File: config.mk
export PLATFORM = sky130hd
export DESIGN_NAME = lcdrf_pal_mem
export DESIGN_NICKNAME = d
export VERILOG_FILES = /design/src/rtl/lcdrf_pkg.sv /design/src/rtl/lcdrf_pal_mem.sv
export SDC_FILE = /design/constraint.sdc
export NUM_CORES = 1
export LEC_CHECK = 0
export ABC_AREA = 0
export BUFFER_PORTS_ARGS = -buffer_cell sky130_fd_sc_hd__buf_2
export CAP_MARGIN = 20
export CORE_MARGIN = 2
export CORE_UTILIZATION = 38
export CTS_BUF_LIST = sky130_fd_sc_hd__clkbuf_16
export CTS_CLUSTER_DIAMETER = 80
export DETAILED_ROUTE_END_ITERATION = 8
export GPL_TIMING_DRIVEN = 0
export HOLD_SLACK_MARGIN = 0.06
export PLACE_DENSITY = 0.64
export SYNTH_ARGS = -nofsm -noshare
export SYNTH_HDL_FRONTEND = slang
export SYNTH_SLANG_ARGS = --single-unit
File: constraint.sdc
create_clock -name clk_i -period 3 [get_ports clk_i]
set_input_delay 0.3 -clock clk_i [delete_from_list [all_inputs] [get_ports clk_i]]
set_output_delay 0.3 -clock clk_i [all_outputs]
set_load 0.05 [all_outputs]
File: src/rtl/lcdrf_pkg.sv
// Shared types and constants of the LCD register file with palette memories.
// Depends on nothing; used by lcdrf_pal_mem and the top level.
package lcdrf_pkg;

  // LCD register window 0xFF40..0xFF4B
  localparam logic [15:0] LCD_BASE = 16'hFF40;
  localparam int          LCD_REGS = 12;
  localparam int          OFF_W    = 4;

  // register offsets inside the LCD window
  localparam logic [OFF_W-1:0] OFF_CTRL = 4'd0;
  localparam logic [OFF_W-1:0] OFF_STAT = 4'd1;
  localparam logic [OFF_W-1:0] OFF_LY   = 4'd4;
  localparam logic [OFF_W-1:0] OFF_LYC  = 4'd5;
  localparam logic [OFF_W-1:0] OFF_DMA  = 4'd6;

  // palette index and data ports
  localparam logic [15:0] ADDR_BG_IDX   = 16'hFF68;
  localparam logic [15:0] ADDR_BG_DATA  = 16'hFF69;
  localparam logic [15:0] ADDR_OBJ_IDX  = 16'hFF6A;
  localparam logic [15:0] ADDR_OBJ_DATA = 16'hFF6B;

  // bit masks
  localparam logic [7:0] BIT7_MASK    = 8'h80;
  localparam logic [7:0] STAT_WR_MASK = 8'h78;
  localparam logic [7:0] STAT_LO_MASK = 8'h07;
  localparam logic [7:0] STAT_HI_MASK = 8'hF8;
  localparam logic [7:0] STAT_MODE2   = 8'h02;
  localparam logic [7:0] STAT_COINC   = 8'h04;
  localparam logic [7:0] UNMAPPED_RD  = 8'hFF;
  localparam logic [5:0] IDX_MASK     = 6'h3F;
  localparam int         IDX_SPAN     = 64;

  // power-on values of the LCD registers
  localparam logic [7:0] LCD_RESET [LCD_REGS] = '{
    8'h91, 8'h00, 8'h00, 8'h00, 8'h00, 8'h00,
    8'h00, 8'hFC, 8'hFF, 8'hFF, 8'h00, 8'h00
  };

  // where the read byte of a result comes from
  typedef enum logic [1:0] {
    RD_REG = 2'd0,
    RD_BG  = 2'd1,
    RD_OBJ = 2'd2
  } rd_src_e;

  // bus word in
  typedef struct packed {
    logic        kind;
    logic [15:0] address;
    logic [7:0]  write_data;
  } in_word_t;

  // result word out
  typedef struct packed {
    logic [7:0] read_data;
    logic       dma_request;
    logic [7:0] dma_page;
    logic       ppu_restart;
  } out_word_t;

  // request to one palette unit
  typedef struct packed {
    logic       idx_we;
    logic       data_we;
    logic       data_re;
    logic [7:0] wdata;
  } pal_req_t;

  // state seen from one palette unit
  typedef struct packed {
    logic [7:0] index;
    logic [7:0] rd_data;
  } pal_rsp_t;

endpackage

File: src/rtl/lcdrf_pal_mem.sv
// One colour palette: index register with auto-increment and a data memory.
// Depends on lcdrf_pkg.
module lcdrf_pal_mem #(
  parameter int PALETTE_BYTES = 64
) (
  input  logic                clk_i,
  input  logic                rst_ni,
  input  lcdrf_pkg::pal_req_t req_i,
  output lcdrf_pkg::pal_rsp_t rsp_o
);
  import lcdrf_pkg::*;

  localparam int SLOT_W    = (PALETTE_BYTES > 1) ? $clog2(PALETTE_BYTES) : 1;
  localparam int SUB_STEPS = (IDX_SPAN + PALETTE_BYTES - 1) / PALETTE_BYTES - 1;

  logic [7:0]              idx_q;
  logic [7:0]              mem [PALETTE_BYTES];
  logic [PALETTE_BYTES-1:0] vld_q;
  logic [7:0]              rdat_q;
  logic                    rvld_q;
  logic [SLOT_W-1:0]       slot;

  // fold the 6-bit index into the memory depth by repeated subtraction
  function automatic logic [SLOT_W-1:0] slot_of(input logic [7:0] idx);
    logic [6:0] s;
    s = {1'b0, idx[5:0] & IDX_MASK};
    for (int k = 0; k < SUB_STEPS; k++) begin
      if (s >= 7'(PALETTE_BYTES)) begin
        s = s - 7'(PALETTE_BYTES);
      end
    end
    return s[SLOT_W-1:0];
  endfunction

  assign slot = slot_of(idx_q);

  // index register: load on index write, bump after data write when bit 7 set
  always_ff @(posedge clk_i or negedge rst_ni) begin
    if (!rst_ni) begin
      idx_q <= '0;
    end else if (req_i.idx_we) begin
      idx_q <= req_i.wdata;
    end else if (req_i.data_we && idx_q[7]) begin
      idx_q <= {2'b10, idx_q[5:0] + 6'd1};
    end
  end

  // valid bits: an entry never written reads zero
  always_ff @(posedge clk_i or negedge rst_ni) begin
    if (!rst_ni) begin
      vld_q  <= '0;
      rvld_q <= 1'b0;
    end else begin
      if (req_i.data_we) begin
        vld_q[slot] <= 1'b1;
      end
      if (req_i.data_re) begin
        rvld_q <= vld_q[slot];
      end
    end
  end

  // memory write port and registered read port
  always_ff @(posedge clk_i) begin
    if (req_i.data_we) begin
      mem[slot] <= req_i.wdata;
    end
    if (req_i.data_re) begin
      rdat_q <= mem[slot];
    end
  end

  assign rsp_o.index   = idx_q;
  assign rsp_o.rd_data = rvld_q ? rdat_q : 8'h00;

endmodule

After elaboration in Yosys (flattened, before gate mapping):

Memories as Yosys holds them, arrays and structs flattened. A register that Yosys moved wholly into a read port is not among the register bits.
Cells that the tools add are included.

* register bits after elaboration: 73
* bits in latches: 0
* bits in writable memories: 512
* bits in read-only memories: 0
* input port bits: 13
* word-level logic and storage cells: 20
* memories: 1

Memory list
* mem: depth 64, bits a word 8, read ports 1, clocked after memory_dff 1, write ports 1, line lcdrf_pal_mem.sv:17 `logic [7:0] mem [PALETTE_BYTES];`

* add/sub/neg operators: 1
* multipliers: 0
* divide/modulo/power cells: 0
* magnitude comparators: 2
* equal/unequal tests: 0
* shift operators: 0
* multiplexer cells: 9
* bitwise gates (word level): 1
* reduce and logical (&&, ||, !) cells: 3

Operator list (number)
* 64-bit bitwise OR: 1
* 8-bit 2-to-1 mux: 3
* 6-bit by 7-bit < comparator with 1-bit output, second input constant: 1
* 6-bit by 1-bit adder with 6-bit output, second input constant: 1
* 1-bit binary-select mux with 6-bit select: 1
* 1-bit demux with 6-bit select: 1
* 6-bit by 1-bit greater-or-equal comparator with 1-bit output, second input constant: 1
* 1-bit 2-to-1 mux: 4
* 1-bit logical AND: 2
* 2-bit nonzero test: 1

Depth between registers and ports, before layout:

Gate-level depths: netlist (run 1).

* depth in word-level cells: 5
* mapped depth: 10
* depth with buffers taken out: 5

Worst setup path after synthesis (run 1):

OpenSTA, ideal clock, no wires.

* path type: register to register
* start point: register idx_q[1]
* end point: memory mem[58][0], enable pin
* library setup time: 373 ps
* data arrival time: 2168 ps
* setup slack: 459 ps
* cell stages (with the launch flop): 7
* clock period less this slack: 2541 ps
* cells stage by stage: dfrtp_1 buf_4 nor2b_1 clkbuf_1 buf_2 nand2_1 nor2_1

RTL lines
* start: declaration: line lcdrf_pal_mem.sv:16 `logic [7:0] idx_q;`
* start signal: assignment: line lcdrf_pal_mem.sv:42 `idx_q <= req_i.wdata;`
* start signal: assignment: line lcdrf_pal_mem.sv:44 `idx_q <= {2'b10, idx_q[5:0] + 6'd1};`
* end: declaration: line lcdrf_pal_mem.sv:17

Straight into the memory's write port.

==> results.txt, run 1 <==
----------------------------------------------------
[Pwr]
  Reported leakage power ... 9.17 nW
  Worst IR Drop VDD ... 0.367 mV
  Areal power density over the cells ... 722 nW/um^2

[Floorplanning]
  Die outline width ... 252 um
  Core Rows ... 90
  Vertical extent of the die ... 252 um
  Starting Density ... 0.386
  CORE AREA ... 60600 sq um
  Die Area ... 63500 sq um
  # IOs ... 29

[Synthesis]
  Number of enable flip-flop cells after synthesis ... 520
  Register bit total from synthesis ... 593
  Portion of the post-synthesis area used by sequential elements ... 0.746
  Netlist cell types ... 59
  Netlist Area Pre-Place ... 23400 sq um
  Async set-reset flop share out of synthesis ... 0.123
  Ys flop type ... sky130_fd_sc_hd__edfxtp_1
  Synthesized area per cell ... 17.6 sq um
  Syn_nets ... 1345
  Synth warn ... 0
  Cells after Synth ... 1331

[GRT]
  All-layer global routing usage ... 0.241
  Total overflow reported by the global router ... 0
  Wire length of the first global-routing pass ... 107000 um
  Number of antenna violations at the first check in global routing ... 2
  Largest net degree at the start of global routing ... 66
  Number of global-route vias before repair ... 13600

[Outcome]
  Failing checks ... negative setup slack
  Outcome ... complete, but fails checks

[Detailed routing]
  Wirelength, routed ... 76300 um
  Iteration-0 DRC count of the detailed router ... 2230
  Number of remaining DRC errors ... 0
  First drt pass iteration count ... 5
  Average via count per standard cell ... 6.25
  Total via count after detailed routing ... 14200
  Number of nets still failing antenna checks after routing ... 0
  WL/cell ... 33.6 um

[CTS]
  Number of H-tree levels ... 2
  Number of buffers inserted during clock tree synthesis ... 59
  Clock Root Buffer ... sky130_fd_sc_hd__clkbuf_16
  Clock latency on the worst-skew pair ... 0.62 ns
  Number of clock sinks ... 593
  Clk pin slew, worst setup/hold paths ... 0.07 ns
  TritonCTS clock tree ... done
  Clk buf depth ... 3

[Worst hold path]
  Tightest Hold Check Type ... input pin to flop
  Startpoint of the most critical hold path ... req_i[8]
  Endpoint, Worst Hold ... rdat_q[2]$_DFFE_PP_
  Worst Hold Depth ... 1

[Worst setup path]
  Critical path's slowest cell ... sky130_fd_sc_hd__clkbuf_1
  Delay of the slowest critical-path stage ... 0.46 ns
  Required time of the critical path ... 3.27 ns
  Startpoint of the worst register-to-register path ... idx_q[0]$_DFFE_PN0P_
  Number of buffer and inverter stages on the critical path ... 3
  Reg-to-Reg End ... rdat_q[7]$_DFFE_PP_
  Flop2flop setup slack ... -0.07 ns
  Crit path max fanout ... 10
  Largest delay share family, worst path ... compound AO/OA/AOI/OAI gates
  Startpoint type of the worst setup path ... flop
  Arrival time at the worst endpoint ... 3.34 ns
  R2R cell count ... 8
  Crit Path Category ... flop to flop
  Crit path capture type ... flop
  CP cell instances ... buf_8, buf_12, and2_4, clkbuf_1, a221oi_1, o221ai_1, a221oi_1, nand4_1
  Most used cell, CP ... sky130_fd_sc_hd__a221oi_1

[Timing]
  Final number of setup-violating endpoints ... 5
  Remaining max-slew budget at the tightest pin ... 0.276
  Max Freq ... 326 MHz
  Setup ws final ... -0.0654 ns
  Final number of hold-violating endpoints ... 0
  Final cycle utilization of the critical path ... 1.02
  Worst clock skew ... 0.0172 ns
  Slew @ Worst Pin ... 1.09 ns
  Number of max-slew violations in the final report ... 0
  Post-route minimum period ... 3.07 ns
  Hold slack ... 0.0905 ns

[Place]
  Detailed Place HPWL ... 48700 um
  RePlAce Congestion ... 0.974
  Number of port buffers ... 27
  Post-Place Cells ... 2149

[Cells and area]
  Filler cells ... 5132
  Final nets ... 1455
  Antenna diode count ... 0
  Fraction of final layout cells with drive strength greater than 1 ... 0.325
  Growth of design area from synthesis to finish ... 17.6%
  Fraction of the core area covered by cells at the end of the flow ... 0.454
  Final Instance Count excl. Fillers ... 2273

[Job]
  Max cap viols ... 0

----------------------------------------------------
[layout make-up]
cell class,count,area (sq um),share of cell area
Inverter,6,25.0,0.000910
Clock buffer,61,1530,0.0555
Multi-Input combinational cell,648,6070,0.221
Clock inverter,50,297,0.0108
Sequential cell,593,17400,0.634
Timing Repair Buffer,52,508,0.0185
Buffer,81,648,0.0236
Tap cell,782,978,0.0356
[report_power, final]
part | internal (W) | switching (W) | total (W) | leakage [nW]
Clock | 0.00391 | 0.00314 | 0.00705 | 0.970
Combinational | 0.00114 | 0.00206 | 0.00320 | 2.60
Sequential | 0.00938 | 0.000207 | 0.00959 | 5.60
Total | 0.0144 | 0.00541 | 0.0198 | 9.17
[repair_timing]
| item | in CTS | in global routing |
|---|---|---|
| hold endpoints to repair | 38 | 0 |
| hold buffers | 2 | 0 |
| gates cloned | 0 | 0 |
| pin swaps | 10 | 1 |
| setup endpoints to repair | 586 | 247 |
| setup buffers | 8 | 4 |
| gates resized for setup | 225 | 24 |
[Yosys cell counts, types with 4 or more instances]
library cell,instances,area share
sky130_fd_sc_hd__nand2_1,61,0.0098
sky130_fd_sc_hd__nand3b_1,8,0.0026
sky130_fd_sc_hd__nor2b_1,7,0.0019
sky130_fd_sc_hd__clkbuf_1,30,0.0048
sky130_fd_sc_hd__nand2b_1,7,0.0019
sky130_fd_sc_hd__buf_6,5,0.0024
sky130_fd_sc_hd__a221o_1,14,0.0060
sky130_fd_sc_hd__a22o_1,7,0.0026
sky130_fd_sc_hd__buf_2,32,0.0068
sky130_fd_sc_hd__nand3_1,10,0.0021
sky130_fd_sc_hd__mux2_2,61,0.029
sky130_fd_sc_hd__o22ai_1,23,0.0062
sky130_fd_sc_hd__mux2i_1,33,0.014
sky130_fd_sc_hd__nor2_1,80,0.013
sky130_fd_sc_hd__edfxtp_1,520,0.67
sky130_fd_sc_hd__or2_2,66,0.018
sky130_fd_sc_hd__mux4_2,62,0.060
sky130_fd_sc_hd__a211oi_1,4,0.0013
sky130_fd_sc_hd__buf_4,10,0.0032
sky130_fd_sc_hd__nand4_1,8,0.0021
sky130_fd_sc_hd__inv_1,5,0.00080
sky130_fd_sc_hd__o221ai_1,7,0.0026
sky130_fd_sc_hd__a21oi_1,22,0.0047
sky130_fd_sc_hd__buf_1,5,0.00080
sky130_fd_sc_hd__dfrtp_1,73,0.078
sky130_fd_sc_hd__o21ai_0,17,0.0036
sky130_fd_sc_hd__and2_1,11,0.0029
sky130_fd_sc_hd__a221oi_1,54,0.020
sky130_fd_sc_hd__a22oi_1,44,0.014
[layout by cell type, fill, tap and decap left out, types with 11 or more instances in the layout]
| master | n |
|---|---|
| sky130_fd_sc_hd__buf_6 | 14 |
| sky130_fd_sc_hd__dfrtp_1 | 71 |
| sky130_fd_sc_hd__clkbuf_16 | 61 |
| sky130_fd_sc_hd__clkinv_1 | 13 |
| sky130_fd_sc_hd__clkinv_2 | 13 |
| sky130_fd_sc_hd__mux4_2 | 62 |
| sky130_fd_sc_hd__a22oi_1 | 44 |
| sky130_fd_sc_hd__edfxtp_1 | 520 |
| sky130_fd_sc_hd__inv_1 | 23 |
| sky130_fd_sc_hd__and2_1 | 11 |
| sky130_fd_sc_hd__nor2_1 | 15 |
| sky130_fd_sc_hd__nor2_4 | 58 |
| sky130_fd_sc_hd__or2_2 | 66 |
| sky130_fd_sc_hd__nand2_1 | 57 |
| sky130_fd_sc_hd__mux2i_1 | 26 |
| sky130_fd_sc_hd__buf_4 | 27 |
| sky130_fd_sc_hd__clkbuf_1 | 12 |
| sky130_fd_sc_hd__buf_2 | 38 |
| sky130_fd_sc_hd__buf_12 | 14 |
| sky130_fd_sc_hd__a221oi_1 | 52 |
| sky130_fd_sc_hd__a221o_1 | 14 |
| sky130_fd_sc_hd__a21oi_1 | 21 |
| sky130_fd_sc_hd__o22ai_1 | 23 |
| sky130_fd_sc_hd__mux2_2 | 61 |
| sky130_fd_sc_hd__o21ai_0 | 17 |
[per-stage QoR]
| stage | TNS, ns | power [W] | cell area [sq um] | setup WS [ns] |
|---|---|---|---|---|
| floorplan | 0 | 0.0114 | 23400 | 0.459 |
| global placement | -491.27 | 0.0126 | 24500 | -1.23 |
| detailed placement | -464.63 | 0.0127 | 24700 | -1.30 |
| CTS | -9.96 | 0.0197 | 27300 | -0.192 |
| global route | -0.00774 | 0.0203 | 27500 | -0.00774 |
| finish | -0.194 | 0.0198 | 27500 | -0.0654 |
[worst max path at each step]
stage	slack, ns	cells after the start	startpoint	endpoint
4_1_cts	-0.19	6	idx_q[2]$_DFFE_PN0P_	mem[61][5]$_DFFE_PP_
3_5_place_dp	-1.30	6	idx_q[1]$_DFFE_PN0P_	mem[42][6]$_DFFE_PP_
2_1_floorplan	0.46	6	idx_q[1]$_DFFE_PN0P_	mem[58][0]$_DFFE_PP_
6_report	-0.07	8	idx_q[0]$_DFFE_PN0P_	rdat_q[7]$_DFFE_PP_
5_1_grt	-0.008	9	idx_q[2]$_DFFE_PN0P_	rdat_q[0]$_DFFE_PP_
3_3_place_gp	-1.23	6	idx_q[1]$_DFFE_PN0P_	mem[42][6]$_DFFE_PP_
[state kept, by name, indices dropped and copies added, names as in the netlist]
signal / cells
idx_q: 8
rvld_q: 1
mem: 512
rdat_q: 8
vld_q: 64
[routing by layer]
layer | share of wire | GRT usage | wire length [um] | up-vias
met5 | 0.00017 | 0 | 13 | -
met4 | 0.049 | 0.101 | 3720 | 2
met3 | 0.12 | 0.0617 | 9000 | 197
met2 | 0.44 | 0.352 | 33200 | 1040
met1 | 0.40 | 0.342 | 30300 | 7406
li1 | - | - | - | 5567
[cells by family (layout without fill, tap and decap cells)]
logic type                 Yosys count  after routing  share of synthesized area
muxes                              157            157                      0.104
adders and majority gates            1              1                   0.000535
and+or+nand+nor                    274            274                     0.0587
DFF                                593            593                      0.746
xor gates and xnor gates             5              5                    0.00187
buffers and inverters               90            250                     0.0208
AOI/OAI and AO/OA                  211            211                     0.0685
[worst register-to-register path, cell delays in order (launching register included)]
cell	delay [ns]
sky130_fd_sc_hd__dfrtp_2	0.45
sky130_fd_sc_hd__buf_8	0.18
sky130_fd_sc_hd__buf_12	0.17
sky130_fd_sc_hd__and2_4	0.17
sky130_fd_sc_hd__clkbuf_1	0.46
sky130_fd_sc_hd__a221oi_1	0.42
sky130_fd_sc_hd__o221ai_1	0.27
sky130_fd_sc_hd__a221oi_1	0.32
sky130_fd_sc_hd__nand4_1	0.28
No activity file was read; power rests on OpenSTA's default activity.
==> inputs of run 2 (changes only) <==
==> constraint.sdc (replaced) <==
create_clock -name clk_i -period 3.6 [get_ports clk_i]
set_input_delay 0.36 -clock clk_i [delete_from_list [all_inputs] [get_ports clk_i]]
set_output_delay 0.36 -clock clk_i [all_outputs]
set_load 0.05 [all_outputs]
==> results.txt, run 2 (same netlist as run 1, synthesis figures left out) <==
----------------------------------------------------
[CTS]
  Clk pin slew, worst setup/hold paths ... 0.06 ns (about the same)
  Post CTS Setup Buffer Count ... 0 (-8)
  Number of clock sinks ... 593 (unchanged)
  Clk buf depth ... 3 (unchanged)
  Number of buffers inserted during clock tree synthesis ... 59 (unchanged)
  TritonCTS clock tree ... done
  Clock Root Buffer ... sky130_fd_sc_hd__clkbuf_16
  Clock latency on the worst-skew pair ... 0.63 ns (about the same)
  Number of H-tree levels ... 2 (unchanged)

[Timing]
  Setup repair after global routing missed its margin ... yes
  Setup ws final ... -0.215 ns (-0.150 ns)
  Final cycle utilization of the critical path ... 1.06 (+0.0379)
  Final number of hold-violating endpoints ... 0 (unchanged)
  Max Freq ... 262 MHz (-20%)
  Remaining max-slew budget at the tightest pin ... 0.206 (-0.0695)
  Slew @ Worst Pin ... 1.19 ns (+0.104 ns)
  Number of max-slew violations in the final report ... 0 (unchanged)
  Post-route minimum period ... 3.82 ns (+0.750 ns)
  Worst clock skew ... 0.0200 ns (+0.00280 ns)
  Final number of setup-violating endpoints ... 162 (+157)

[Cells and area]
  Max reg flops ... 512 (unchanged)
  Most frequent cells in the layout ... 520 x sky130_fd_sc_hd__edfxtp_1, 73 x sky130_fd_sc_hd__dfrtp_1, 66 x sky130_fd_sc_hd__or2_2
  Register with the most flip-flops ... mem
  Fraction of final layout cells with drive strength greater than 1 ... 0.294 (-0.0304)
  Fraction of the core area covered by cells at the end of the flow ... 0.443 (-0.0108)
  Final nets ... 1446 (-0.62%)
  Growth of design area from synthesis to finish ... 14.8%
  Commonest non-fill, non-tap cell in the layout ... sky130_fd_sc_hd__edfxtp_1
  Largest registers ranked by flip-flop count ... mem (512), vld_q (64)

[Pwr]
  Reported leakage power ... 9.01 nW (-1.8%)
  Worst IR Drop VDD ... 0.306 mV (-17%)
  Total power draw ... 0.0164 W (-17%)
  Areal power density over the cells ... 611 nW/um^2 (-15%)

[Worst setup path]
  Required time of the critical path ... 3.85 ns (+0.58 ns)
  Largest delay share family, worst path ... simple AND/OR/NAND/NOR gates
  Startpoint type of the worst setup path ... flop
  Arrival time at the worst endpoint ... 4.07 ns (+0.73 ns)
  Crit path max fanout ... 10 (unchanged)
  Crit path capture type ... flop
  Crit Path Category ... flop to flop
  Critical path's slowest cell ... sky130_fd_sc_hd__nor2_2
  Delay of the slowest critical-path stage ... 0.77 ns (+0.31 ns)
  Number of buffer and inverter stages on the critical path ... 3 (unchanged)
  CP cell instances ... buf_6, and2_1, clkbuf_1, buf_2, nand2_1, nor2_2

[Place]
  Number of port buffers ... 27 (unchanged)
  RePlAce Congestion ... 0.974 (unchanged)
  Detailed Place HPWL ... 48700 um (unchanged)

[Detailed routing]
  Total via count after detailed routing ... 14000 (-1.4%)
  Number of remaining DRC errors ... 0 (unchanged)
  Number of nets still failing antenna checks after routing ... 0 (unchanged)
  First drt pass iteration count ... 6 (+1)
  Iteration-0 DRC count of the detailed router ... 2402 (+7.7%)
  Wirelength, routed ... 76200 um (about the same)
  WL/cell ... 33.6 um (+0.26%)
  Average via count per standard cell ... 6.19 (-1.0%)

[GRT]
  Total overflow reported by the global router ... 0 (unchanged)
  All-layer global routing usage ... 0.241 (about the same)
  Number of antenna violations at the first check in global routing ... 3 (+1)
  Number of global-route vias before repair ... 13600 (-0.28%)
  Wire length of the first global-routing pass ... 106000 um (-0.29%)
  Largest net degree at the start of global routing ... 66 (unchanged)

[Floorplanning]
  Starting Density ... 0.386 (unchanged)
  Die outline width ... 252 um (unchanged)
  Die Area ... 63500 sq um (unchanged)
  # IOs ... 29 (unchanged)
  Vertical extent of the die ... 252 um (unchanged)
  Core Rows ... 90 (unchanged)
  CORE AREA ... 60600 sq um (unchanged)

[Outcome]
  Failing checks ... negative setup slack
  Outcome ... complete, but fails checks

[Worst hold path]
  Tightest Hold Check Type ... input pin to flop

[Job]
  Max cap viols ... 0 (unchanged)

----------------------------------------------------
==> run 2: repair_timing <==
| action | CTS | global route |
|---|---|---|
| endpoints found under the hold margin | 36 | 0 |
| gates resized for setup | 75 | 28 |
| hold buffers | 2 | 0 |
| endpoints found under the setup margin | 461 | 249 |
==> run 2: cell type report <==
| cell class | instances | area, sq um |
|---|---|---|
| tap | 782 | 978 |
| clock buffer | 61 | 1530 |
| timing repair buffer | 40 | 368 |
| buffer | 84 | 502 |
| antenna | 1 | 2.50 |
| sequential | 593 | 17400 |
| fill | 5239 | 33700 |
| multi-input combinational | 648 | 5710 |
| clock inverter | 50 | 297 |
| inverter | 6 | 22.5 |
==> run 2: layer usage <==
layer / GRT usage / vias up / routed length [um]
met4: 0.108 / 2 / 3860
li1: - / 5540 / -
met3: 0.0678 / 213 / 9290
met5: 0 / - / 13
met1: 0.340 / 7243 / 30300
met2: 0.346 / 1018 / 32800
==> run 2: metrics by stage <==
step	instances	setup TNS, ns	hold slack [ns]	instance area, sq um	setup WS, ns
detailed placement	2149	-132.72	0.374	24700	-0.696
floorplan	1331	0	0.0644	23400	1.06
CTS	2262	-14.26	0.120	26700	-0.195
global placement	2140	-156.35	0.445	24500	-0.635
finish	2265	-20.24	0.148	26800	-0.215
global route	2264	-10.30	0.132	26800	-0.159
==> run 2: worst register-to-register path: cells and delay by family, from the launching register on <==
kind,cells,cell delay (ns)
buffers and inverters,3,1.33
flip-flops,1,0.45
AND/OR/NAND/NOR,3,1.66
==> run 2: final timing paths <==
path                                            start               endpoint  slack (ns)  cells past startpoint
worst min register to register  vld_q[37]$_DFFE_PN0P_  vld_q[37]$_DFFE_PN0P_        0.46                      1
min in group asynchronous                      rst_ni  vld_q[33]$_DFFE_PN0P_        0.26                      2
worst max register to register   idx_q[0]$_DFFE_PN0P_   mem[11][4]$_DFFE_PP_       -0.22                      6
worst max-delay path             idx_q[0]$_DFFE_PN0P_   mem[11][4]$_DFFE_PP_       -0.22                      6
worst min-delay path                         req_i[8]    rdat_q[4]$_DFFE_PP_        0.15                      1
max in group asynchronous                      rst_ni  vld_q[19]$_DFFE_PN0P_        2.67                      3
==> run 2: power breakdown <==
| group | internal [W] | switching [W] | total, W |
|---|---|---|---|
| logic | 0.000884 | 0.00166 | 0.00254 |
| clock network | 0.00326 | 0.00261 | 0.00587 |
| registers | 0.00782 | 0.000169 | 0.00799 |
==> inputs of run 3 (changes only) <==
--- a/config.mk
+++ b/config.mk
@@ -6,16 +6,17 @@
 export NUM_CORES = 1
 export LEC_CHECK = 0
 export ABC_AREA = 0
-export BUFFER_PORTS_ARGS = -buffer_cell sky130_fd_sc_hd__buf_2
 export CAP_MARGIN = 20
 export CORE_MARGIN = 2
 export CORE_UTILIZATION = 38
 export CTS_BUF_LIST = sky130_fd_sc_hd__clkbuf_16
 export CTS_CLUSTER_DIAMETER = 80
 export DETAILED_ROUTE_END_ITERATION = 8
+export DONT_BUFFER_PORTS = 1
 export GPL_TIMING_DRIVEN = 0
 export HOLD_SLACK_MARGIN = 0.06
-export PLACE_DENSITY = 0.64
+export PLACE_DENSITY = 0.63
+export SETUP_SLACK_MARGIN = 0.3
 export SYNTH_ARGS = -nofsm -noshare
 export SYNTH_HDL_FRONTEND = slang
 export SYNTH_SLANG_ARGS = --single-unit
==> results.txt, run 3 (same netlist as run 1, synthesis figures left out) <==
----------------------------------------------------
[CTS]
  Clock latency on the worst-skew pair ... 0.63 ns (about the same)
  TritonCTS clock tree ... done
  Number of clock sinks ... 593 (unchanged)
  Number of buffers inserted during clock tree synthesis ... 59 (unchanged)
  Clock Root Buffer ... sky130_fd_sc_hd__clkbuf_16
  Number of H-tree levels ... 2 (unchanged)
  Clk buf depth ... 3 (unchanged)
  Clk pin slew, worst setup/hold paths ... 0.06 ns (about the same)

[Job]
  Max cap viols ... 0 (unchanged)

[Worst setup path]
  Startpoint type of the worst setup path ... flop
  Largest delay share family, worst path ... simple AND/OR/NAND/NOR gates
  CP cell instances ... buf_6, and2_1, clkbuf_1, buf_2, nand2_1, nor2_2
  Number of buffer and inverter stages on the critical path ... 3 (unchanged)
  Required time of the critical path ... 3.85 ns (about the same)
  Crit path capture type ... flop
  R2R cell count ... 6 (unchanged)
  Crit path max fanout ... 10 (unchanged)
  Critical path depth ... 6 (unchanged)
  Crit Path Category ... flop to flop
  Critical path's slowest cell ... sky130_fd_sc_hd__nor2_2
  Arrival time at the worst endpoint ... 3.72 ns (-0.35 ns)
  Delay of the slowest critical-path stage ... 0.71 ns (-0.06 ns)

[Floorplanning]
  Core Rows ... 90 (unchanged)
  # IOs ... 29 (unchanged)
  Die outline width ... 252 um (unchanged)
  Vertical extent of the die ... 252 um (unchanged)
  CORE AREA ... 60600 sq um (unchanged)
  Die Area ... 63500 sq um (unchanged)
  Starting Density ... 0.386 (unchanged)

[Place]
  Detailed Place HPWL ... 48300 um (-0.85%)
  Post-place instance area ... 24400 sq um (-1.2%)
  Number of port buffers ... 0 (-100%)
  RePlAce Congestion ... 1.01 (+3.5%)
  Post-Place Cells ... 2115 (-1.6%)

[Cells and area]
  Max reg flops ... 512 (unchanged)
  Commonest non-fill, non-tap cell in the layout ... sky130_fd_sc_hd__edfxtp_1
  Final cell area excluding filler cells ... 27200 sq um (+1.5%)
  Final nets ... 1425 (-1.5%)
  Fraction of final layout cells with drive strength greater than 1 ... 0.307 (+0.0131)
  Growth of design area from synthesis to finish ... 16.5%
  Largest registers ranked by flip-flop count ... mem (512), vld_q (64)
  Register with the most flip-flops ... mem
  Final Instance Count excl. Fillers ... 2244 (-0.93%)
  Most frequent cells in the layout ... 520 x sky130_fd_sc_hd__edfxtp_1, 68 x sky130_fd_sc_hd__dfrtp_1, 66 x sky130_fd_sc_hd__or2_2

[Outcome]
  Outcome ... finished clean

[GRT]
  Number of global-route vias before repair ... 13600 (+0.42%)
  All-layer global routing usage ... 0.242 (+0.00192)
  Largest net degree at the start of global routing ... 74 (+12%)
  Total overflow reported by the global router ... 0 (unchanged)
  Number of antenna violations at the first check in global routing ... 6 (+3)
  Wire length of the first global-routing pass ... 106000 um (+0.11%)

[Detailed routing]
  WL/cell ... 34.2 um (+1.6%)
  Iteration-0 DRC count of the detailed router ... 2060 (-14%)
  Total via count after detailed routing ... 13800 (-1.7%)
  First drt pass iteration count ... 6 (unchanged)
  Average via count per standard cell ... 6.14 (-0.78%)
  Number of nets still failing antenna checks after routing ... 0 (unchanged)
  Number of remaining DRC errors ... 0 (unchanged)
  Wirelength, routed ... 76700 um (+0.71%)

[Timing]
  Slew @ Worst Pin ... 1.34 ns (+0.146 ns)
  Number of max-slew violations in the final report ... 0 (unchanged)
  Post-route minimum period ... 3.47 ns (-0.345 ns)
  Setup repair after global routing missed its margin ... yes
  Final cycle utilization of the critical path ... 0.964 (-0.0959)
  Final number of setup-violating endpoints ... 0 (-100%)
  Hold slack ... 0.103 ns (-0.0449 ns)
  Max Freq ... 288 MHz (+10%)
  Worst clock skew ... 0.0180 ns (-0.00199 ns)
  Final number of hold-violating endpoints ... 0 (unchanged)
  Remaining max-slew budget at the tightest pin ... 0.107 (-0.0993)

[Pwr]
  Combinational group share of total power ... 0.153 (-0.002)
  Psw ... 0.00447 W (+0.59%)
  Proportion of total power due to net switching ... 0.268 (-0.00309)
  Internal Dissipation ... 0.0122 W (+2.2%)
  Areal power density over the cells ... 613 nW/um^2 (+0.26%)
  Reported leakage power ... 9.01 nW (about the same)
  Portion of total power attributed to sequential cells ... 0.480 (-0.007)
  Proportion of power drawn by the clock network ... 0.366 (+0.008)
  Worst IR Drop VDD ... 0.377 mV (+23%)

[Worst hold path]
  Tightest Hold Check Type ... input pin to flop
  Worst Hold Depth ... 1 (unchanged)

----------------------------------------------------
[run 3: cell count changes in the layout (fill, tap and decap cells not counted), sizes merged]
| cell | previous run | this run |
|---|---|---|
| clkinv | 28 | 27 |
| buf | 90 | 64 |
| inv | 24 | 18 |
| clkinvlp | 1 | 4 |
| clkbuf | 91 | 98 |
| dlygate4sd3 | 2 | 3 |
| bufinv | 3 | 5 |
| clkdlybuf4s15 | 2 | 1 |
[run 3: timing repair]
action | CTS | global route
pin swaps | 2 | 6
resized for setup | 178 | 26
cloned | 0 | 0
hold buffers | 12 | 0
endpoints found under the hold margin | 602 | 0
setup buffers | 5 | 0
setup endpoints to repair | 586 | 229
[run 3: metrics by stage]
stage | util | TNS, ns | worst slack (ns) | total power [W]
after floorplan | - | 0 | 1.06 | 0.00946
after global placement | 0.402 | -326.92 | -0.797 | 0.0103
after detailed placement | 0.402 | -305.61 | -0.762 | 0.0104
after CTS | 0.449 | 0 | 0.0133 | 0.0166
after global routing | 0.450 | 0 | 0.161 | 0.0171
final | 0.450 | 0 | 0.130 | 0.0167
[run 3: power groups by stage]
stage	logic, W	registers, W	clock network, W
5_1_grt	0.00262	0.00805	0.00642
3_3_place_gp	0.00220	0.00813	0
3_5_place_dp	0.00223	0.00815	0
6_report	0.00256	0.00802	0.00612
2_1_floorplan	0.00137	0.00809	0
4_1_cts	0.00249	0.00801	0.00615
[run 3: metal layers]
metal  GRT usage  share of wire
met1       0.330           0.39
met2       0.361           0.45
met3      0.0812           0.12
met4      0.0920          0.038
met5           0        0.00082
[run 3: final cells by class]
type / instances / area (sq um)
Tap cell: 782 / 978
Buffer: 84 / 604
Clock buffer: 63 / 1580
Fill cell: 5189 / 33300
Antenna cell: 1 / 2.50
Sequential cell: 593 / 17500
Clock inverter: 48 / 340
Multi-Input combinational cell: 648 / 5930
Inverter: 6 / 25.0
Timing Repair Buffer: 19 / 338
[run 3: path summary, 6_finish.rpt]
| kind | startpoint | endpoint | slack (ns) |
|---|---|---|---|
| min reg2reg | vld_q[33]$_DFFE_PN0P_ | vld_q[33]$_DFFE_PN0P_ | 0.46 |
| min in group asynchronous | rst_ni | vld_q[16]$_DFFE_PN0P_ | 0.36 |
| max in group asynchronous | rst_ni | idx_q[0]$_DFFE_PN0P_ | 2.82 |
| min | req_i[0] | mem[63][0]$_DFFE_PP_ | 0.10 |
| max reg2reg | idx_q[0]$_DFFE_PN0P_ | mem[3][2]$_DFFE_PP_ | 0.13 |
| max | idx_q[0]$_DFFE_PN0P_ | mem[3][2]$_DFFE_PP_ | 0.13 |
[run 3: worst reg2reg max path: cells and delay by family (launching register included)]
kind	cells	cell delay [ns]
AND/OR/NAND/NOR	3	1.40
buffers and inverters	3	1.11
flip-flops	1	0.58
